<file path="src/design/thadc_pkg.sv">
package thadc_pkg;

    localparam int ADC_W        = 12;
    localparam int TABLE_POINTS = 17;
    localparam int IDX_W        = $clog2(TABLE_POINTS);
    localparam int RES_W        = 23;
    localparam int FRAC_BITS    = 16;
    localparam int VN_W         = 21;
    localparam int PV_W         = 25;
    localparam int PV_SPLIT     = RES_W - FRAC_BITS;
    localparam int TQ_W         = 7;
    localparam int TD_W         = RES_W + TQ_W;
    localparam int TEMP_W       = 11;
    localparam int CNT_W        = $clog2(RES_W + 1);
    localparam int PC_W         = 3;

    localparam int VREF_CV      = 328;
    localparam int SUPPLY_HI_CV = 500;
    localparam int SUPPLY_LO_CV = 326;

    typedef logic [RES_W-1:0] res_t;
    typedef logic signed [TEMP_W-1:0] temp_t;

    localparam res_t RES_TABLE [TABLE_POINTS] = '{
        23'd7995392, 23'd4721213, 23'd2889482, 23'd1825833, 23'd1188168, 23'd967967,
        23'd794296, 23'd655360, 23'd543949, 23'd453509, 23'd380764, 23'd271319,
        23'd197263, 23'd146145, 23'd109445, 23'd83231, 23'd63570
    };

    localparam temp_t TENTHS_TABLE [TABLE_POINTS] = '{
        -11'sd300, -11'sd200, -11'sd100, 11'sd0, 11'sd100, 11'sd150, 11'sd200, 11'sd250,
        11'sd300, 11'sd350, 11'sd400, 11'sd500, 11'sd600, 11'sd700, 11'sd800, 11'sd900,
        11'sd1000
    };

    typedef enum logic [2:0] {
        OP_LOAD,
        OP_PREP_R,
        OP_DIV,
        OP_CHECK,
        OP_SEARCH,
        OP_PREP_T,
        OP_FIN
    } op_t;

    typedef enum logic [2:0] {
        C_NEXT,
        C_ALWAYS,
        C_IDLE,
        C_LOOP,
        C_SAT,
        C_MISS
    } cond_t;

    typedef struct packed {
        op_t             op;
        cond_t           cond;
        logic [PC_W-1:0] target;
    } ctrl_t;

    typedef struct packed {
        logic start;
        logic cnt_last;
        logic sat;
        logic found;
    } stat_t;

    localparam logic [PC_W-1:0] PC_IDLE   = PC_W'(0);
    localparam logic [PC_W-1:0] PC_PREP_R = PC_W'(1);
    localparam logic [PC_W-1:0] PC_DIV_R  = PC_W'(2);
    localparam logic [PC_W-1:0] PC_CHECK  = PC_W'(3);
    localparam logic [PC_W-1:0] PC_SEARCH = PC_W'(4);
    localparam logic [PC_W-1:0] PC_PREP_T = PC_W'(5);
    localparam logic [PC_W-1:0] PC_DIV_T  = PC_W'(6);
    localparam logic [PC_W-1:0] PC_FIN    = PC_W'(7);

    function automatic ctrl_t ucode(input logic [PC_W-1:0] pc);
        ctrl_t w;
        unique case (pc)
            PC_IDLE:   w = '{op: OP_LOAD,   cond: C_IDLE,   target: PC_IDLE};
            PC_PREP_R: w = '{op: OP_PREP_R, cond: C_NEXT,   target: PC_IDLE};
            PC_DIV_R:  w = '{op: OP_DIV,    cond: C_LOOP,   target: PC_DIV_R};
            PC_CHECK:  w = '{op: OP_CHECK,  cond: C_SAT,    target: PC_FIN};
            PC_SEARCH: w = '{op: OP_SEARCH, cond: C_MISS,   target: PC_SEARCH};
            PC_PREP_T: w = '{op: OP_PREP_T, cond: C_NEXT,   target: PC_IDLE};
            PC_DIV_T:  w = '{op: OP_DIV,    cond: C_LOOP,   target: PC_DIV_T};
            PC_FIN:    w = '{op: OP_FIN,    cond: C_ALWAYS, target: PC_IDLE};
        endcase
        return w;
    endfunction

endpackage

</file>
<file path="src/design/thadc_seq.sv">
module thadc_seq (
    input  logic             clk,
    input  logic             rst_n,
    input  thadc_pkg::stat_t stat,
    output thadc_pkg::ctrl_t ctrl,
    output logic             busy
);
    import thadc_pkg::*;

    logic [PC_W-1:0] pc_reg;
    logic [PC_W-1:0] pc_next;
    logic            take;

    assign ctrl = ucode(pc_reg);
    assign busy = (pc_reg != PC_IDLE);

    always_comb
    begin
        unique case (ctrl.cond)
            C_NEXT:   take = 1'b0;
            C_ALWAYS: take = 1'b1;
            C_IDLE:   take = !stat.start;
            C_LOOP:   take = !stat.cnt_last;
            C_SAT:    take = stat.sat;
            C_MISS:   take = !stat.found;
            default:  take = 1'b0;
        endcase
        pc_next = take ? ctrl.target : pc_reg + 1'b1;
    end

    always_ff @(posedge clk or negedge rst_n)
    begin
        if (!rst_n)
        begin
            pc_reg <= PC_IDLE;
        end
        else
        begin
            pc_reg <= pc_next;
        end
    end

endmodule

</file>
<file path="src/design/thadc_datapath.sv">
module thadc_datapath #(
    parameter int ADC_FULL_SCALE = 4095
) (
    input  logic                                clk,
    input  logic                                rst_n,
    input  thadc_pkg::ctrl_t                    ctrl,
    input  logic                                start,
    input  logic [thadc_pkg::ADC_W-1:0]         adc_sample,
    input  logic                                divider_select,
    output thadc_pkg::stat_t                    stat,
    output logic                                done,
    output logic signed [thadc_pkg::TEMP_W-1:0] temperature_tenths
);
    import thadc_pkg::*;

    localparam int VMAX_HI = (SUPPLY_HI_CV - 1) * ADC_FULL_SCALE;
    localparam int VMAX_LO = (SUPPLY_LO_CV - 1) * ADC_FULL_SCALE;
    localparam int SFS_HI  = SUPPLY_HI_CV * ADC_FULL_SCALE;
    localparam int SFS_LO  = SUPPLY_LO_CV * ADC_FULL_SCALE;
    localparam int D_W     = $clog2(SFS_HI + 1);
    localparam int DV_W    = (D_W > RES_W) ? D_W : RES_W;
    localparam int CMP_W   = (D_W > VN_W) ? D_W : VN_W;

    logic [VN_W-1:0]  vn_reg,   vn_next;
    logic             sel_reg,  sel_next;
    logic [DV_W-1:0]  rem_reg,  rem_next;
    logic [DV_W-1:0]  dvs_reg,  dvs_next;
    res_t             a_reg,    a_next;
    res_t             r_reg,    r_next;
    logic [CNT_W-1:0] cnt_reg,  cnt_next;
    logic [IDX_W-1:0] idx_reg,  idx_next;
    logic             ovf_reg,  ovf_next;
    logic             sat_reg,  sat_next;
    temp_t            satv_reg, satv_next;
    temp_t            out_reg,  out_next;
    logic             done_reg, done_next;

    logic [CMP_W-1:0] vmax;
    logic [VN_W-1:0]  vn_c;
    logic [D_W-1:0]   sfs;
    logic [D_W-1:0]   den;
    logic [PV_W-1:0]  pv;
    logic [DV_W+1:0]  diff;
    logic             ge;
    logic             sat_hi;
    logic             sat_lo;
    logic [IDX_W-1:0] idx_p1;
    logic             found;
    res_t             ri;
    res_t             rj;
    res_t             d;
    logic [TQ_W-1:0]  dt10;
    logic [TD_W-1:0]  prod;
    temp_t            base;
    temp_t            sum;
    logic             adj;

    always_comb
    begin
        vmax   = sel_reg ? CMP_W'(VMAX_HI) : CMP_W'(VMAX_LO);
        vn_c   = (CMP_W'(vn_reg) > vmax) ? VN_W'(vmax) : vn_reg;
        sfs    = sel_reg ? D_W'(SFS_HI) : D_W'(SFS_LO);
        den    = sfs - D_W'(vn_c);
        pv     = sel_reg ? ((PV_W'(vn_c) << 4) + (PV_W'(vn_c) << 2))
                         : ((PV_W'(vn_c) << 3) + (PV_W'(vn_c) << 1));

        diff   = {1'b0, rem_reg, a_reg[RES_W-1]} - {2'b00, dvs_reg};
        ge     = !diff[DV_W+1];

        sat_lo = (a_reg <= RES_TABLE[TABLE_POINTS-1]);
        sat_hi = ovf_reg || (a_reg >= RES_TABLE[0]);

        idx_p1 = idx_reg + 1'b1;
        found  = (r_reg >= RES_TABLE[idx_p1]);
        ri     = RES_TABLE[idx_reg];
        rj     = RES_TABLE[idx_p1];
        d      = ri - r_reg;
        dt10   = TQ_W'(TENTHS_TABLE[idx_p1] - TENTHS_TABLE[idx_reg]);
        prod   = TD_W'(dt10) * TD_W'(d);

        base   = TENTHS_TABLE[idx_reg];
        sum    = base + $signed(TEMP_W'(a_reg[TQ_W-1:0]));
        adj    = (rem_reg != '0) && sum[TEMP_W-1];
    end

    always_comb
    begin
        vn_next   = vn_reg;
        sel_next  = sel_reg;
        rem_next  = rem_reg;
        dvs_next  = dvs_reg;
        a_next    = a_reg;
        r_next    = r_reg;
        cnt_next  = cnt_reg;
        idx_next  = idx_reg;
        ovf_next  = ovf_reg;
        sat_next  = sat_reg;
        satv_next = satv_reg;
        out_next  = out_reg;
        done_next = 1'b0;
        unique case (ctrl.op)
            OP_LOAD:
            begin
                if (start)
                begin
                    vn_next  = VN_W'(adc_sample) * VN_W'(VREF_CV);
                    sel_next = divider_select;
                end
            end
            OP_PREP_R:
            begin
                rem_next = DV_W'(pv[PV_W-1:PV_SPLIT]);
                a_next   = {pv[PV_SPLIT-1:0], FRAC_BITS'(0)};
                dvs_next = DV_W'(den);
                ovf_next = (DV_W'(pv[PV_W-1:PV_SPLIT]) >= DV_W'(den));
                cnt_next = CNT_W'(RES_W);
            end
            OP_DIV:
            begin
                rem_next = ge ? diff[DV_W-1:0] : {rem_reg[DV_W-2:0], a_reg[RES_W-1]};
                a_next   = {a_reg[RES_W-2:0], ge};
                cnt_next = cnt_reg - 1'b1;
            end
            OP_CHECK:
            begin
                r_next   = a_reg;
                idx_next = '0;
                priority if (ovf_reg)
                begin
                    sat_next  = 1'b1;
                    satv_next = TENTHS_TABLE[0];
                end
                else if (sat_lo)
                begin
                    sat_next  = 1'b1;
                    satv_next = TENTHS_TABLE[TABLE_POINTS-1];
                end
                else if (sat_hi)
                begin
                    sat_next  = 1'b1;
                    satv_next = TENTHS_TABLE[0];
                end
                else
                begin
                    sat_next  = 1'b0;
                end
            end
            OP_SEARCH:
            begin
                if (!found)
                begin
                    idx_next = idx_p1;
                end
            end
            OP_PREP_T:
            begin
                rem_next = DV_W'(prod[TD_W-1:TQ_W]);
                a_next   = {prod[TQ_W-1:0], (RES_W-TQ_W)'(0)};
                dvs_next = DV_W'(ri - rj);
                cnt_next = CNT_W'(TQ_W);
            end
            OP_FIN:
            begin
                out_next  = sat_reg ? satv_reg : sum + TEMP_W'(adj);
                done_next = 1'b1;
            end
            default:
            begin
            end
        endcase
    end

    always_ff @(posedge clk or negedge rst_n)
    begin
        if (!rst_n)
        begin
            done_reg <= 1'b0;
        end
        else
        begin
            done_reg <= done_next;
        end
    end

    always_ff @(posedge clk)
    begin
        vn_reg   <= vn_next;
        sel_reg  <= sel_next;
        rem_reg  <= rem_next;
        dvs_reg  <= dvs_next;
        a_reg    <= a_next;
        r_reg    <= r_next;
        cnt_reg  <= cnt_next;
        idx_reg  <= idx_next;
        ovf_reg  <= ovf_next;
        sat_reg  <= sat_next;
        satv_reg <= satv_next;
        out_reg  <= out_next;
    end

    assign stat.start         = start;
    assign stat.cnt_last      = (cnt_reg == CNT_W'(1));
    assign stat.sat           = sat_lo || sat_hi;
    assign stat.found         = found;
    assign done               = done_reg;
    assign temperature_tenths = out_reg;

endmodule

</file>
<file path="src/design/thermistor_adc_to_temperature.sv">
// Converts one 12-bit thermistor divider sample into tenths of a degree C. A transaction
// starts when start is high while busy is low; the result shows on temperature_tenths
// with done, which is high for exactly one cycle, and the receiver cannot stall it. When
// the resistance saturates outside the table, the table search and the interpolation
// are skipped. The work is done by one shared restoring divider (23 steps for the
// resistance, 7 for the interpolation) and a table search of one entry per cycle.
// busy drops in the cycle done is shown, so the next sample may be taken there.
module thermistor_adc_to_temperature #(
    parameter int ADC_FULL_SCALE = 4095
) (
    input  logic                                clk,
    input  logic                                rst_n,
    input  logic                                start,
    output logic                                busy,
    input  logic [thadc_pkg::ADC_W-1:0]         adc_sample,
    input  logic                                divider_select,
    output logic                                done,
    output logic signed [thadc_pkg::TEMP_W-1:0] temperature_tenths
);
    import thadc_pkg::*;

    ctrl_t ctrl;
    stat_t stat;

    thadc_seq u_seq (
        .clk   (clk),
        .rst_n (rst_n),
        .stat  (stat),
        .ctrl  (ctrl),
        .busy  (busy)
    );

    thadc_datapath #(
        .ADC_FULL_SCALE (ADC_FULL_SCALE)
    ) u_datapath (
        .clk                (clk),
        .rst_n              (rst_n),
        .ctrl               (ctrl),
        .start              (start),
        .adc_sample         (adc_sample),
        .divider_select     (divider_select),
        .stat               (stat),
        .done               (done),
        .temperature_tenths (temperature_tenths)
    );

    a_done_idle: assert property (@(posedge clk) disable iff (!rst_n)
        done |-> !busy)
        else $error("done while busy");

    a_done_after_work: assert property (@(posedge clk) disable iff (!rst_n)
        done |-> $past(busy))
        else $error("done without a transaction in progress");

    a_accept_busy: assert property (@(posedge clk) disable iff (!rst_n)
        (start && !busy) |=> busy)
        else $error("accepted transaction did not raise busy");

    a_range: assert property (@(posedge clk) disable iff (!rst_n)
        done |-> (temperature_tenths >= TENTHS_TABLE[0]
                  && temperature_tenths <= TENTHS_TABLE[TABLE_POINTS-1]))
        else $error("temperature out of table range");

endmodule
</file>
<file path="config.mk">
export PLATFORM = sky130hd
export DESIGN_NAME = thermistor_adc_to_temperature
export DESIGN_NICKNAME = d
export VERILOG_FILES = /design/src/design/thadc_pkg.sv /design/src/design/thadc_seq.sv /design/src/design/thadc_datapath.sv /design/src/design/thermistor_adc_to_temperature.sv
export SDC_FILE = /design/constraint.sdc
export NUM_CORES = 1
export LEC_CHECK = 0
export BUFFER_PORTS_ARGS = -buffer_cell sky130_fd_sc_hd__buf_2
export CAP_MARGIN = 15
export CORE_MARGIN = 2
export CORE_UTILIZATION = 50
export CTS_CLUSTER_SIZE = 25
export DETAILED_ROUTE_END_ITERATION = 7
export MAX_ROUTING_LAYER = met4
export PLACE_DENSITY = 0.78
export SKIP_CTS_REPAIR_TIMING = 1
export SYNTH_ARGS = -nofsm -noshare
export SYNTH_HDL_FRONTEND = slang
export SYNTH_HIERARCHICAL = 1
export SYNTH_SLANG_ARGS = --single-unit
</file>
<file path="constraint.sdc">
create_clock -name clk -period 23.2 [get_ports clk]
set_input_delay 0 -clock clk [delete_from_list [all_inputs] [get_ports clk]]
set_output_delay 0 -clock clk [all_outputs]
set_load 0.005 [all_outputs]
</file>
# Word-level counts from Yosys, hierarchy flattened
# Memory sizes are Yosys's and may differ from the RTL's.
# Index checks and enable logic that the tools add are counted.
dict set report word_totals {
  reg_bits 144
  romBits 2248
  inputBits 16
  out_inout_bits 13
  n_memories 5
}
dict set report op_classes {
  n_addsub 12
  mul 2
  magnitude_cmp 7
  n_eq_ne 13
  mux 26
  bitwise_logic 2
  reduce_logical 18
}
# name depth word_bits rd rd_clocked_by_memory_dff write_ports line_no
set mem_list {}
lappend mem_list {{(no name shown)} 32 23 1 0 0 thadc_datapath.sv:76} ;# rj = RES_TABLE[idx_p1];
lappend mem_list {{(no name shown)} 32 23 1 0 0 thadc_datapath.sv:75} ;# ri = RES_TABLE[idx_reg];
lappend mem_list {{(no name shown)} 32 11 1 0 0 thadc_datapath.sv:78} ;# dt10 = TQ_W'(TENTHS_TABLE[idx_p1] - TENTHS_TABLE[idx_reg]);
lappend mem_list {{(no name shown)} 32 11 1 0 0 thadc_datapath.sv:78}
lappend mem_list {{(no name shown)} 8 9 1 0 0 thadc_pkg.sv:79} ;# unique case (pc)
# op count
set ops {}
lappend ops {{$pmux W23 S3} 2}
lappend ops {{$mux W23} 5}
lappend ops {{$mux W11} 5}
lappend ops {{$pmux W23 S2} 1}
lappend ops {{$sub A23 B23 Y23} 2}
lappend ops {{$mux W20} 2}
lappend ops {{$mul A7 B23 Y30} 1}
lappend ops {{$add A24 B22 Y25} 1}
lappend ops {{$add A25 B23 Y25} 1}
lappend ops {{$mux W25} 1}
lappend ops {{$sub A24 B23 Y25} 1}
lappend ops {{$ge A23 B23 Y1} 1}
lappend ops {{$ge A23 B23 Y1 const B} 1}
lappend ops {{$le A23 B16 Y1 const B} 1}
lappend ops {{$reduce_bool A23 Y1} 1}
lappend ops {{$ge A18 B21 Y1} 1}
lappend ops {{$gt A21 B21 Y1} 1}
lappend ops {{$mux W21} 1}
lappend ops {{$sub A21 B21 Y21} 1}
lappend ops {{$mul A12 B6 Y18 const B} 1}
lappend ops {{$eq A3 B3 Y1 const B} 5}
lappend ops {{$pmux W5 S3} 1}
lappend ops {{$mux W7} 2}
lappend ops {{$eq A3 B2 Y1 const B} 4}
lappend ops {{other kinds (24)} 37}

# Depth between registers and ports, before layout
# Gate-level depths: netlist (run 1).
dict set report logic_depth {
  ltp_word 9
  ltp_mapped 39
  depth_no_buf 36
}

# Cells and area by module
# Netlist (run 1), hierarchy kept.
# module n_inst cells_each area_per_inst_um2 seq_area_each_um2
set by_module_without_submodules {}
lappend by_module_without_submodules {thadc_datapath 1 2215 19162.1 4108.9}
lappend by_module_without_submodules {thadc_seq 1 50 425.4 75.1}

# Worst setup path before layout (run 1)
# OpenSTA, ideal clock, no wires.
dict set report synth_timing {
  kind {reg2reg}
  startpoint {register u_datapath.idx_reg[3]}
  endpoint {register u_datapath.rem_reg[19] (data pin)}
  setup_ns 0.271
  t_arrival_ns 8.244
  t_required_ns 22.929
  path_slack_ns 14.685
  stages_incl_launch_ff 39
  n_path_buf 6
  cell_sequence {edfxtp_1 > buf_6 > buf_8 > buf_4 > clkbuf_1 > clkbuf_1 > buf_1 > o21ai_0 > a21o_1 > ha_1 > inv_1 > fa_1 > nand2b_1 > o21ai_0 > a311oi_1 > o21ai_0 > a31o_2 > o211ai_1 > (+3 left out) > xor2_1 > nor2_1 > fa_1 > fa_1 > fa_1 > ha_1 > ha_1 > a21o_1 > a31o_2 > a21o_1 > a21oi_1 > o31ai_1 > a211oi_1 > o31ai_1 > a21o_1 > a21oi_1 > xor2_1 > o22ai_1}
}
dict set report synth_via {
  elab_chain_len 8
}
# element line_no
set synth_lines {}
lappend synth_lines {{start: declaration} thadc_datapath.sv:31} ;# logic [IDX_W-1:0] idx_reg, idx_next;
lappend synth_lines {{start signal: assignment} thadc_datapath.sv:194} ;# idx_reg <= idx_next;
lappend synth_lines {{$add A5 B1 Y5} thadc_datapath.sv:73} ;# idx_p1 = idx_reg + 1'b1;
lappend synth_lines {{$not A5 Y6 (implied by the code)} thadc_datapath.sv:78}
lappend synth_lines {{$mem_v2 Z32 W11} --}
lappend synth_lines {{$mux W7 (implied by the code) (2 in a row)} thadc_datapath.sv:78}
lappend synth_lines {{$sub A7 B7 Y7} thadc_datapath.sv:78}
lappend synth_lines {{$mul A7 B23 Y30 (*)} thadc_datapath.sv:79} ;# prod = TD_W'(dt10) * TD_W'(d);
lappend synth_lines {{$pmux W23 S3 (*)} thadc_datapath.sv:101} ;# unique case (ctrl.op)
lappend synth_lines {{via u_datapath.rem_next[19]} thadc_datapath.sv:26} ;# logic [DV_W-1:0] rem_reg, rem_next;
lappend synth_lines {{end signal: assignment} thadc_datapath.sv:189} ;# rem_reg <= rem_next;
lappend synth_lines {{end: declaration} thadc_datapath.sv:26}
# The timed path passes the listed nets; every way through them passes the cells marked *. The select of a mux whose other input is x is not followed.
# A chain may end at the register's enable or synchronous reset.

# Worst setup path in the final report (run 1)
dict set report layout_timing {
  startpoint {register u_datapath.idx_reg[2]}
  endpoint {register u_datapath.rem_reg[19] (data pin)}
}
dict set report layout_via {
  elab_chain_len 8
}
# element line_no
set layout_lines {}
lappend layout_lines {{$add A5 B1 Y5} thadc_datapath.sv:73}
lappend layout_lines {{via u_datapath.idx_p1[2]} thadc_datapath.sv:47} ;# logic [IDX_W-1:0] idx_p1;
lappend layout_lines {{$not A5 Y6 (implied by the code)} thadc_datapath.sv:78}
lappend layout_lines {{$mem_v2 Z32 W11} --}
lappend layout_lines {{$mux W7 (implied by the code) (2 in a row)} thadc_datapath.sv:78}
lappend layout_lines {{$sub A7 B7 Y7} thadc_datapath.sv:78}
lappend layout_lines {{$mul A7 B23 Y30} thadc_datapath.sv:79}
lappend layout_lines {{$pmux W23 S3} thadc_datapath.sv:101}
lappend layout_lines {{via u_datapath.rem_next[19]} thadc_datapath.sv:26}
# The timed path passes the listed nets, and every way through them passes these cells. The select of a mux whose other input is x is not followed.

==> run summary, run 1 <==
The first global-routing pass estimated 89180 um of wire. The layout overhead on the synthesized area is 6.621%. The most critical setup path has its startpoint at u_datapath/idx_reg[2]$_SDFFCE_PP0P_. Summed over all layers, the global routing overflow is 0. Of the cells placed in the final design, the portion with a size suffix greater than 1 is 6.667%. TritonCTS buffer count: 17. By instance count, the cell type seen most on the critical path is sky130_fd_sc_hd__a21o_1. The number of remaining DRC errors is 0. TritonCTS built the clock tree. The clock-pin slew reported for the worst setup and hold paths after clock tree synthesis was 60 ps. Slowest library cell on the worst path: sky130_fd_sc_hd__clkinv_1.

Detailed-route wire length per cell: 20.11 um. The insertion delay to the later sink of the worst-skew pair is 440 ps. For this configuration, the core starts out at a cell density of 50.65%. Total negative slack for setup checks: 0 ps. The number of buffer cells added on primary ports works out to 28.

Clock tree root buffer cell: sky130_fd_sc_hd__clkbuf_16. Headroom to the max-slew limit came out at 20.53%. CTS saw 140 sinks.

In the finished design, the share of the clock period the worst path needs comes to 43.22%. When the netlist entered floorplanning its net count stood at 2652. The worst hold path begins at adc_sample[11].

The horizontal die dimension was 201.9 um. The die covers 40750 um^2. For this run, the post-layout net count is 2642. STA classifies the critical path startpoint as a flip-flop. The final route contains 17160 vias.

The pre-antenna-repair detailed-routing pass consisted of 6 iterations. Synthesis handed over a netlist of 2263 instances. Family of cells with the greatest summed delay on the critical path: compound AO/OA/AOI/OAI gates. The logs give 1856 for the number of DRC markers after the initial detailed-route iteration and 29 for the total I/O pin count. The mapped netlist covers 19580 um^2.

The final count of hold timing violations was 0. The post-route core utilization was 54.01%; the placeable core region was 38650 um^2. The total routed wirelength was 55990 um; the number of vias per cell was 6.165. The data arrival at the endpoint of the critical path came out at 10170 ps. The number of buffers and inverters on the critical path is 5. Endpoint kind of the worst setup timing path: a flip-flop. The number of levels in the clock H-tree is 4. Global routing consumed, over all layers together, 28.39% of the routing resources. The longest clock path from root to sink contains 2 buffers. Averaged over all synthesized cells, the footprint is 8.651 um^2. The minimum clock period after layout was 10030 ps. STA puts the critical path data required time at 23340 ps.

The worst setup path is of the flip-flop to flip-flop kind. Placer congestion estimate: 1.021. Setup violations remaining at the end of the flow were counted as 0.

The initialized floorplan defines 72 standard-cell rows. Longest individual stage delay on the worst path: 650 ps. The clock arrives with 12.05 ps of skew. The worst hold path belongs to the class primary input to flip-flop.

Setup repair after global routing left no endpoint under its margin. The detail route stage leaves a number of antenna-violating nets equal to 0. For the final count of pins violating max slew, the log shows 0. The transition time at the pin with the least slew margin is 1186 ps. Of all nets on the critical path, the largest fanout is 47. Once detailed placement completed, the half-perimeter wirelength came to 44040 um. The startpoint identified for the worst register-to-register timing path is u_datapath/idx_reg[2]$_SDFFCE_PP0P_. The flow ran to the end, and the final reports show no timing, DRC or antenna violations. The logs give 16590 for the via count of the first global-routing pass and 0.09973 GHz for the highest achievable clock rate.

The number of maximum-capacitance constraint violations came out at 0. The initial antenna violation count is 1. The tools report the maximum number of pins on one net before global-route repair as 71. The vertical die dimension came out at 201.9 um. The Yosys step of the flow raised 6 warnings.
[per-stage QoR]
stage	hold WS [ps]	setup WS (ps)	area [um^2]	std cells
5_1_grt	79.44	12690	20870	2784
4_1_cts	-665.8	13310	20770	2774
2_1_floorplan	-295.6	14690	19580	2263
3_3_place_gp	-194.5	13550	20170	2743
3_5_place_dp	-191.8	13360	20170	2743
6_report	66.79	13170	20870	2784
[metal layers]
layer,global-route usage [%],routed length (um)
met1,37.39,23860
met2,43.63,25020
met3,4.547,4750
met4,11.63,2355
met5,-,0
[final timing paths]
| check | to | slack (ps) | cells after the start |
|---|---|---|---|
| min | u_datapath/vn_reg[20]$_DFFE_PP_ | 70 | 3 |
| max in group asynchronous | u_seq/pc_reg[0]$_DFF_PN0_ | 22580 | 3 |
| max reg2reg | u_datapath/rem_reg[19]$_DFFE_PP_ | 13170 | 34 |
| max | u_datapath/rem_reg[19]$_DFFE_PP_ | 13170 | 34 |
| min in group asynchronous | u_datapath/done$_DFF_PN0_ | 450 | 3 |
| min reg2reg | u_datapath/r_reg[13]$_DFFE_PP_ | 470 | 0 |
[layout make-up]
type                            count  area [um^2]
Antenna cell                        1        2.502
Clock buffer                       19        432.9
Clock inverter                     12        170.2
Fill cell                        3435        17770
Inverter                          189        709.4
Multi-Input combinational cell   1852        14370
Sequential cell                   140         4184
Tap cell                          518        648.1
Timing Repair Buffer               53        356.6
[worst register-to-register path: cells and delay by family, from the launching register on]
kind | cells | cell delay, ps
adders and majority gates | 7 | 3010
buffers and inverters | 5 | 1740
DFF | 1 | 320
xor gates and xnor gates | 2 | 520
AOI/OAI and AO/OA | 16 | 3230
and+or+nand+nor | 4 | 890
[cell usage in the layout (no fill, tap or decap), types with 9 or more instances in the layout]
cell type,count
sky130_fd_sc_hd__ha_1,275
sky130_fd_sc_hd__nor2_1,269
sky130_fd_sc_hd__inv_1,181
sky130_fd_sc_hd__nand2_1,159
sky130_fd_sc_hd__a21oi_1,158
sky130_fd_sc_hd__edfxtp_1,136
sky130_fd_sc_hd__o21ai_0,115
sky130_fd_sc_hd__fa_1,98
sky130_fd_sc_hd__xnor2_1,82
sky130_fd_sc_hd__a21o_1,71
sky130_fd_sc_hd__xor2_1,57
sky130_fd_sc_hd__nor3_1,41
sky130_fd_sc_hd__nand3_1,37
sky130_fd_sc_hd__nor2b_1,33
sky130_fd_sc_hd__nand2b_1,33
sky130_fd_sc_hd__and2_1,29
sky130_fd_sc_hd__buf_2,28
sky130_fd_sc_hd__a211oi_1,28
sky130_fd_sc_hd__or2_2,27
sky130_fd_sc_hd__a31oi_1,23
sky130_fd_sc_hd__mux2i_1,21
sky130_fd_sc_hd__o211ai_1,20
sky130_fd_sc_hd__o21a_1,20
sky130_fd_sc_hd__clkbuf_16,17
sky130_fd_sc_hd__buf_4,16
sky130_fd_sc_hd__o21bai_1,14
sky130_fd_sc_hd__or3_1,13
sky130_fd_sc_hd__mux2_2,12
sky130_fd_sc_hd__o31ai_1,11
sky130_fd_sc_hd__nand4_1,11
sky130_fd_sc_hd__a22oi_1,11
sky130_fd_sc_hd__a211o_1,10
sky130_fd_sc_hd__o22ai_1,10
sky130_fd_sc_hd__and3_1,10
sky130_fd_sc_hd__o221ai_1,9
Power of run 1 is not shown: default switching activity piles up to over one toggle a cycle in this logic, so the estimate is an artifact.
==> inputs of run 2 (changes only) <==
PLACE_DENSITY = 0.8   (was 0.78)
clock period = 9.22 ns   (was 23.2 ns; I/O delays follow)
==> run 2 against run 1 <==
Net effect: clock skew increased by 6.8 ps; setup slack got worse by 13000 ps; sequential share of layout area decreased by 0.22 points; final cell count increased by 1.2%.
==> run summary, run 2 (synthesis results as in run 1) <==
Clock tree root buffer cell: sky130_fd_sc_hd__clkbuf_16 (unchanged). The minimum clock period after layout is 8774 ps (was 10030 ps), and the estimated wirelength of the detail-placed design is 46080 um (was 44040 um). The depth of the worst hold-timing path is 3 (unchanged). The longest individual stage delay on the worst path was 520 ps (was 650 ps); the via count of the first global-routing pass was 16950 (was 16590). The tools report the kind of start point of the critical path as a flip-flop (unchanged). Share of the clock period used by the worst path: 95.16% (was 43.22%). The endpoint kind of the worst setup timing path was a flip-flop (unchanged).

The overall fraction of global-route tracks in use is 29.37% (was 28.39%). The wire length of the first global-routing pass is 92270 um (was 89180 um). The vertical die dimension came out at 201.9 um (unchanged). The worst-path maximum fanout was 22 (was 47); the final antenna diode count was 0 (was 1). The horizontal die dimension is 201.9 um (unchanged). Number of buffer cells added on primary ports: 28 (unchanged). The layout overhead on the synthesized area is 7.810% (was 6.621%). For the total I/O pin count, the log shows 29 (unchanged). The detailed-routing iteration count for the pre-antenna-repair pass was 7 (was 6). The clock skew was 18.82 ps (was 12.05 ps). The clock-pin slew reported for the worst setup and hold paths after clock tree synthesis works out to 70 ps (was 60 ps). The logs give 72 (unchanged) for the number of rows created at floorplan and 0 (unchanged) for the residual overflow from global routing. The post-detailed-route count of antenna-violating nets was 0 (unchanged); the initial core utilization was 50.65% (unchanged). The total via count in the routed design is 17320 (was 17160).

The total negative slack for setup checks was 0 ps (unchanged); the maximum buffer depth of the clock tree was 2 (unchanged). Slowest library cell on the worst path: sky130_fd_sc_hd__fa_1 (was sky130_fd_sc_hd__clkinv_1). The TritonCTS buffer count is 17 (unchanged). The highest achievable clock rate is 0.1140 GHz (was 0.09973 GHz), and the data arrival at the endpoint of the critical path is 8930 ps (was 10170 ps).

The share of post-route cells with drive strength above 1 is 8.304% (was 6.667%). The flow ran to the end, and the final reports show no timing, DRC or antenna violations. TritonCTS built the clock tree. The number of fill cells is 3462 (was 3435), and the insertion delay to the later sink of the worst-skew pair is 450 ps (was 440 ps). The most frequent standard cell in the layout excluding fill and tap cells is sky130_fd_sc_hd__ha_1 (unchanged).

The number of vias per cell works out to 6.145 (was 6.165). Commonest cells after routing, fill and taps aside: sky130_fd_sc_hd__ha_1, sky130_fd_sc_hd__nor2_1, sky130_fd_sc_hd__inv_1 (unchanged). The run gives 4 (unchanged) as the number of levels in the clock H-tree. The most frequent cell on the critical path was sky130_fd_sc_hd__fa_1 (was sky130_fd_sc_hd__a21o_1).

The count of final setup violators came out at 0 (unchanged). The worst reg-to-reg path cell count was 34 (unchanged). The flip-flop and latch area is 4184 um^2 (unchanged). The tools report the number of DRC markers after the initial detailed-route iteration as 1956 (was 1856). The transition time at the pin with the least slew margin was 1123 ps (was 1186 ps).

The maximum number of pins on one net before global-route repair is 51 (was 71). Setup repair after global routing left no endpoint under its margin. The logs give 57640 um (was 55990 um) for the total routed wirelength and 1.034 (was 1.021) for the placer congestion estimate. The post-layout net count is 2676 (was 2642). The tools report the multi-input combinational cell area as 14370 um^2 (about the same). Path type of the worst setup path: flip-flop to flip-flop (unchanged). The class of the tightest hold or removal check was primary input to flip-flop (unchanged). The count of clock tree sinks was 140 (unchanged). The final count of hold timing violations is 0 (unchanged), and the total die area is 40750 um^2 (unchanged). Final count of pins violating max slew: 0 (unchanged).

The critical path required time was 9370 ps (was 23340 ps); the number of maximum-capacitance constraint violations was 0 (unchanged). The run gives 38650 um^2 (unchanged) as the placeable core region. The worst relative slew slack came out at 25.04% (was 20.53%). Detailed-route wire length per cell: 20.46 um (was 20.11 um). Number of remaining DRC errors: 0 (unchanged).

The initial antenna violation count was 0 (was 1).
run 2: cell count changes in the layout (fill, tap and decap cells not counted), moves of 2 or more:
cell and change:
sky130_fd_sc_hd__o21ai_0 -2, sky130_fd_sc_hd__a21oi_1 -2, sky130_fd_sc_hd__o21ai_1 +2, sky130_fd_sc_hd__xnor2_1 +2
sky130_fd_sc_hd__clkinv_1 -4, sky130_fd_sc_hd__inv_6 +2, sky130_fd_sc_hd__buf_4 +32, sky130_fd_sc_hd__clkinvlp_4 +3
sky130_fd_sc_hd__a21oi_2 +2, sky130_fd_sc_hd__xnor2_2 -2, sky130_fd_sc_hd__bufinv_16 -3, sky130_fd_sc_hd__clkinv_4 +2
run 2: path summary, 6_finish.rpt:
check	from	endpoint	slack (ps)
max	u_datapath/idx_reg[0]$_SDFFCE_PP0P_	u_datapath/rem_reg[19]$_DFFE_PP_	450
max in group asynchronous	rst_n	u_datapath/done$_DFF_PN0_	8600
min reg2reg	u_datapath/a_reg[15]$_DFFE_PP_	u_datapath/r_reg[15]$_DFFE_PP_	490
min in group asynchronous	rst_n	u_seq/pc_reg[0]$_DFF_PN0_	460
min	adc_sample[11]	u_datapath/vn_reg[20]$_DFFE_PP_	70
max reg2reg	u_datapath/idx_reg[0]$_SDFFCE_PP0P_	u_datapath/rem_reg[19]$_DFFE_PP_	450
run 2: critical path, delay by kind of cell (launching register included):
family                   cells  cell delay [ps]
flip-flops                   1              490
XOR/XNOR                     2              350
buffers and inverters        2              380
adder cells (fa/ha/maj)      7             2870
AND/OR/NAND/NOR              5              540
AO/OA/AOI/OAI               18             3820
run 2: layout make-up:
| cell class | count | share of cell area (%) |
|---|---|---|
| multi-input combinational | 1852 | 68.08 |
| timing repair buffer | 87 | 2.982 |
| tap | 518 | 3.071 |
| inverter | 189 | 3.379 |
| clock buffer | 19 | 2.051 |
| sequential | 140 | 19.82 |
| clock inverter | 13 | 0.6166 |
run 2: through the flow:
step	util (%)	worst slack (ps)	cells	hold slack (ps)	area (um^2)
3_3_place_gp	52.72	519.6	2771	-189.3	20380
5_1_grt	54.61	31.23	2818	81.67	21110
2_1_floorplan	-	705.2	2263	-295.6	19580
6_report	54.61	446.1	2818	73.02	21110
4_1_cts	54.18	269.5	2803	-659.6	20940
3_5_place_dp	52.72	283.3	2771	-186.7	20380
run 2: routing by layer:
layer | vias to the layer above | track usage (%) | share of wire [%]
li1 | 8097 | - | -
met1 | 8331 | 39.45 | 43
met2 | 767 | 45.79 | 46
met3 | 123 | 4.289 | 8.2
met4 | 0 | 9.375 | 3.0
met5 | - | - | 0
Power of run 2 is left out for the same reason.
